## src/csh_pkg.sv

```systemverilog
// ----------------------------------------------------------------------------
// csh_pkg
// shared widths, codes and control types of the crater stamp height map
// ----------------------------------------------------------------------------
`timescale 1ns / 1ps
`default_nettype none

package csh_pkg;

    localparam int GRID_BITS  = 8;
    localparam int GRID_SIDE  = 1 << GRID_BITS;
    localparam int ADDR_W     = 2 * GRID_BITS;
    localparam int CELL_COUNT = GRID_SIDE * GRID_SIDE;
    localparam int BOUND_W    = GRID_BITS + 1;

    localparam int FRAC_BITS  = 8;
    localparam int COORD_W    = 16;
    localparam int DIAM_W     = 17;
    localparam int HEIGHT_W   = 18;
    localparam int COUNT_W    = 17;
    localparam int K_W        = 16;

    localparam logic [K_W-1:0]     K_RESET   = 16'd13107;
    localparam logic [COUNT_W-1:0] COUNT_MAX = '1;

    // offsets in half-lsb units
    localparam int OFS_FULL_W = COORD_W + 3;
    localparam int OFS_W      = OFS_FULL_W - 1;
    localparam int SQ_W       = 2 * OFS_W - 2;
    localparam int D2_W       = SQ_W + 1;
    localparam int RSQ_W      = 2 * DIAM_W;
    localparam int PROD_W     = K_W + RSQ_W;
    localparam int NUM_W      = PROD_W + 1;
    localparam int QUO_W      = DIAM_W;
    localparam int DIV_STAGES = QUO_W;

    localparam logic [DIAM_W:0] CEIL_ADD = (DIAM_W+1)'((1 << FRAC_BITS) - 1);

    localparam logic OP_STAMP = 1'b0;
    localparam logic OP_READ  = 1'b1;

    typedef enum logic [2:0] {
        ST_CLEAR,
        ST_IDLE,
        ST_WALK,
        ST_DRAIN,
        ST_READ_ADDR,
        ST_READ_DATA,
        ST_DONE
    } csh_state_t;

    typedef struct packed {
        logic clear;
        logic load;
        logic walk;
        logic read_issue;
        logic read_capture;
    } csh_cmd_t;

    typedef struct packed {
        logic clear_last;
        logic box_empty;
        logic walk_last;
        logic busy;
    } csh_status_t;

endpackage

`default_nettype wire

```

## src/csh_controller.sv

```systemverilog
// ----------------------------------------------------------------------------
// csh_controller
// sequencer for clearing, stamp walk, pipeline drain and cell reads
// ----------------------------------------------------------------------------
`timescale 1ns / 1ps
`default_nettype none

module csh_controller import csh_pkg::*; (
    input  logic        clk,
    input  logic        rst_n,
    input  logic        in_valid,
    input  logic        in_operation,
    output logic        in_ready,
    output logic        out_valid,
    input  logic        out_ready,
    output csh_cmd_t    cmd,
    input  csh_status_t status
);

    csh_state_t state_reg;
    csh_state_t state_next;

    always_ff @(posedge clk or negedge rst_n)
    begin
        if (!rst_n)
        begin
            state_reg <= ST_CLEAR;
        end
        else
        begin
            state_reg <= state_next;
        end
    end

    always_comb
    begin
        state_next = state_reg;
        cmd        = '0;
        in_ready   = 1'b0;
        out_valid  = 1'b0;
        unique case (state_reg)
            ST_CLEAR:
            begin
                cmd.clear = 1'b1;
                if (status.clear_last)
                begin
                    state_next = ST_IDLE;
                end
            end
            ST_IDLE:
            begin
                in_ready = 1'b1;
                if (in_valid)
                begin
                    cmd.load   = 1'b1;
                    state_next = (in_operation == OP_READ) ? ST_READ_ADDR : ST_WALK;
                end
            end
            ST_WALK:
            begin
                if (status.box_empty)
                begin
                    state_next = ST_DRAIN;
                end
                else
                begin
                    cmd.walk = 1'b1;
                    if (status.walk_last)
                    begin
                        state_next = ST_DRAIN;
                    end
                end
            end
            ST_DRAIN:
            begin
                if (!status.busy)
                begin
                    state_next = ST_DONE;
                end
            end
            ST_READ_ADDR:
            begin
                cmd.read_issue = 1'b1;
                state_next     = ST_READ_DATA;
            end
            ST_READ_DATA:
            begin
                cmd.read_capture = 1'b1;
                state_next       = ST_DONE;
            end
            ST_DONE:
            begin
                out_valid = 1'b1;
                if (out_ready)
                begin
                    state_next = ST_IDLE;
                end
            end
            default:
            begin
                state_next = ST_IDLE;
            end
        endcase
    end

endmodule

`default_nettype wire

```

## config.mk

```make
export PLATFORM = sky130hd
export DESIGN_NAME = csh_controller
export DESIGN_NICKNAME = d
export VERILOG_FILES = /design/src/csh_pkg.sv /design/src/csh_controller.sv
export SDC_FILE = /design/constraint.sdc
export NUM_CORES = 1
export LEC_CHECK = 0
export BUFFER_PORTS_ARGS = -buffer_cell sky130_fd_sc_hd__buf_4
export CAP_MARGIN = 0
export CORE_AREA = 2 2 39 41
export CTS_CLUSTER_SIZE = 16
export DETAILED_ROUTE_END_ITERATION = 10
export DIE_AREA = 0 0 41 43
export GPL_ROUTABILITY_DRIVEN = 0
export PLACE_DENSITY = 0.56
export SETUP_SLACK_MARGIN = 0.5
export SYNTH_ARGS = -nofsm -noshare
export SYNTH_HDL_FRONTEND = slang
export SYNTH_SLANG_ARGS = --single-unit
```

## constraint.sdc

```tcl
create_clock -name clk -period 3.2 [get_ports clk]
set_input_delay 0.64 -clock clk [delete_from_list [all_inputs] [get_ports clk]]
set_output_delay 0.64 -clock clk [all_outputs]
set_load 0.05 [all_outputs]
```

; ---- Word-level counts from Yosys, hierarchy flattened
; Index checks and enable logic that the tools add are counted.
[op_classes]
eq_ne = 11
muxes = 17
reduce_logical = 2
[op_table]
columns = op, n
row1 = 2-to-1 mux 3 bit, 7
row2 = one-hot mux 3 bit (7 select lines), 1
row3 = "== test 3 bit, second input constant", 3
row4 = 2-to-1 mux 1 bit, 9
row5 = "!= test 2 bit, second input constant", 4
row6 = "== test 3 x 2 -> 1 bit, second input constant", 2
row7 = AND reduction 5 bit, 1
row8 = "== test 3 x 1 -> 1 bit, second input constant", 1
row9 = zero test 3 bit, 1
row10 = "!= test 3 bit, second input constant", 1
[totals]
ff_bits = 3
in_bits = 9
out_inout_bits = 7
word_cells = 31

; ---- Depth between registers and ports, before layout
[logic_depth]
word_depth = 3
depth_mapped = 5
mapped_depth_nobuf = 4

; ---- Worst setup path after synthesis
; Ideal clock, no wire load.
[synth_timing]
kind = register -> output
start = register state_reg[0]
end = output port cmd[1] (netlist bit)
arrival_ns = 1.785
required_time_ns = 2.560
path_slack_ns = 0.775
path_stages_with_launch = 3
n_path_buf = 1
path_cell_list = dfrtp_1 clkbuf_1 nor3b_1
[synth_lines]
columns = item, line
row1 = start: declaration, csh_controller.sv:20  ; csh_state_t state_reg;
row2 = start signal: assignment, csh_controller.sv:31  ; state_reg <= state_next;
row3 = end: declaration, csh_controller.sv:16  ; output csh_cmd_t cmd,

==> impl_metrics.yaml <==
run_status:
  outcome: "finished clean"
placed_design:
  io_buffer_count: 15
  dpl.cell_count: 59
detailed_routing:
  dr.first_iter.drc_count: 3
  num_vias: 273
  wl_um: 604
  wire_per_inst_um: 9.587
  drc: 0
  via_per_inst: 4.333
  ant_nets: 0
  first_pass_iters: 3
sta:
  setup_tns_ns: 0
  setup_viol: 0
  fin_crit_sh_pct: 63.66
  slew_headroom_pct: 70.06
  maxSlewViolCount: 0
  period_needed_ns: 2.037
  grt_setup_unrepaired: "no"
  fin_skew_ns: 0.002221
  clock.fmax_mhz: 490.9
  worst_pin_slew_ns: 0.4492
  hold_viol: 0
yosys:
  syn_area_um2: 285.3
  synthXorXnorAreaFrac_pct: 0
  synth_fa_ha_area_share_pct: 0
  synth-seq-area-share_pct: 26.32
  synth_top_family_by_area: "simple AND/OR/NAND/NOR gates"
  yosysWarnings: 0
  synth_cells: 31
  synthMostInstantiatedCell: "dfrtp_1"
  synth_top_area_cell: "dfrtp_1"
  synth_edf_count: 0
  ys_async_sr_fraction_pct: 100.0
  yosys.area_share.simple_pct: 32.89
  synth_top_area_share_pct: 26.32
  synth_cell_types: 24
  syn_area_per_cell_um2: 9.202
  syn_nets: 40
  ys_seq_elements: 3
  synth.area.top_cells: "dfrtp_1, mux2_4, nor3b_1, nor4b_2, a22oi_2"
  synthFlopType: "dfrtp_1"
  synth_compound_area_share_pct: 18.42
  muxShareOfSynthArea_pct: 14.04
global_routing:
  grt_start_max_net_pins: 16
  met2_usage_pct: 10.31
  gr-max-usage-layer: "met1"
  met1_usage_pct: 10.61
  grt_pass1_wl_um: 979
  antenna_found_initial: 0
  grtUsageTotal_pct: 8.735
  overflow: 0
  grt_pass1_vias: 232
  globalRouteMet3Util_pct: 3.141
power:
  clockPowerShare_pct: 13.7
  sw_frac_of_total_pct: 50.30
  leakage_nw: 0.2085
  intPower_mw: 0.2437
  vdd_drop_max_uv: 417.6
  p_comb_share_pct: 61.9
  pwr_density_cell_mw_per_mm2: 1156
  switching_power_mw: 0.2466
  total_power_mw: 0.4903
  p_seq_share_pct: 24.4
finish:
  drive_gt1_share_pct: 53.19
  seq_area_um2: 75.07
  area_growth_pct: 48.68
  finish.net_count: 57
  fillerInstances: 156
  multi_input_comb_area_um2: 186.4
  antenna_cells: 0
  largest_register_ffs: 3
  fin_cells: 63
floorplan:
  die_w_um: 41
  fp-row-count: 14
  die-area_mm2: 0.001763
  io_pins: 16
  coreArea_mm2: 0.001384
  start_util_pct: 20.61
  floorplan.die.height_um: 43
cts:
  cts_tree: "done"
  cts_buffers: 3
  clk_pin_slew_ns: 0.04
  insertion_delay_ns: 0.23
  postCtsResizedCells: 0
  htree_levels: 1
  hold_buffers: 0
  post_cts_buffers: 0
  cts.path.max_buffers: 2
  root_buffer: "clkbuf_4"
  cts_sinks: 3
critical_path:
  r2r_slack_ns: 1.64
  worstSetupPathType: "reg2out"
  crit_fanout: 15
  worstPathArrival_ns: 1.40
  cp.required_ns: 2.56
  endpoint_kind: "output pin"
  crit_path_start_kind: "flop"
run:
  maxCapViolCount: 0
worst_hold_path:
  min_path_type: "in2async"
placed cells by master, fill, tap and decap left out:
master	n
mux2i_1	1
nand2_1	2
o21a_1	1
and2_1	1
o21ai_2	1
and3b_2	1
nor3_1	1
nor4b_2	1
inv_1	1
clkbuf_4	3
and3b_1	1
dfrtp_1	3
clkbuf_1	1
nor3b_1	2
mux2_4	2
nand2_2	1
a22oi_2	1
nor2_1	2
buf_4	15
o21ai_0	1
and3_1	1
nand2b_1	1
o32ai_1	1
a21oi_1	2
cells by family (layout without fill, tap and decap cells):
group | after synthesis | after routing
compound gates | 7 | 7
buf+inv | 4 | 20
simple gates | 14 | 14
mux | 3 | 3
flops | 3 | 3
worst max-delay path, stage by stage (launching register included):
cell and delay (ns):
dfrtp_1 0.53, nor4b_2 0.38, buf_4 0.26
metal layers:
layer / vias to the layer above / routed length, um
met2: 12 / 260
met3: 2 / 50
met4: 0 / 18
li1: 144 / -
met5: - / 0
met1: 115 / 274
per-stage QoR:
| stage | cell area (um2) | utilization [%] | hold WS (ns) | setup WS (ns) |
|---|---|---|---|---|
| 4_1_cts | 424.2 | 30.65 | 0.1807 | 1.141 |
| 3_5_place_dp | 397.9 | 28.75 | 0.4300 | 1.268 |
| 2_1_floorplan | 285.3 | - | 0.3444 | 0.7753 |
| 6_report | 424.2 | 30.65 | 0.1853 | 1.163 |
| 5_1_grt | 424.2 | 30.65 | 0.1722 | 1.088 |
| 3_3_place_gp | 397.9 | 28.75 | 0.4304 | 1.277 |
final timing paths:
check | startpoint | endpoint | cells past startpoint
min in group clk | out_ready | state_reg[2] | 2
worst max register to register | state_reg[0] | state_reg[0] | 4
worst max-delay path | state_reg[0] | cmd[2] | 2
max in group asynchronous | rst_n | state_reg[0] | 1
worst min-delay path | rst_n | state_reg[1] | 1
worst min register to register | state_reg[2] | state_reg[2] | 2
layout make-up:
type,count,share of cell area (%)
clock buffers,4,6.195
inverters,1,0.8850
multi-input cells,24,43.95
flip-flops and latches,3,17.70
well taps,16,4.720
repair buffers,15,26.55
power groups by stage:
stage               registers (mW)  logic [mW]  clock network (mW)
detailed placement           0.121       0.304                   0
finish                       0.120       0.304              0.0669
global route                 0.127       0.325              0.0758
global placement             0.120       0.307                   0
CTS                          0.121       0.307              0.0695
floorplan                   0.0753       0.296                   0
Note: power is estimated with default switching activity, not from simulation.
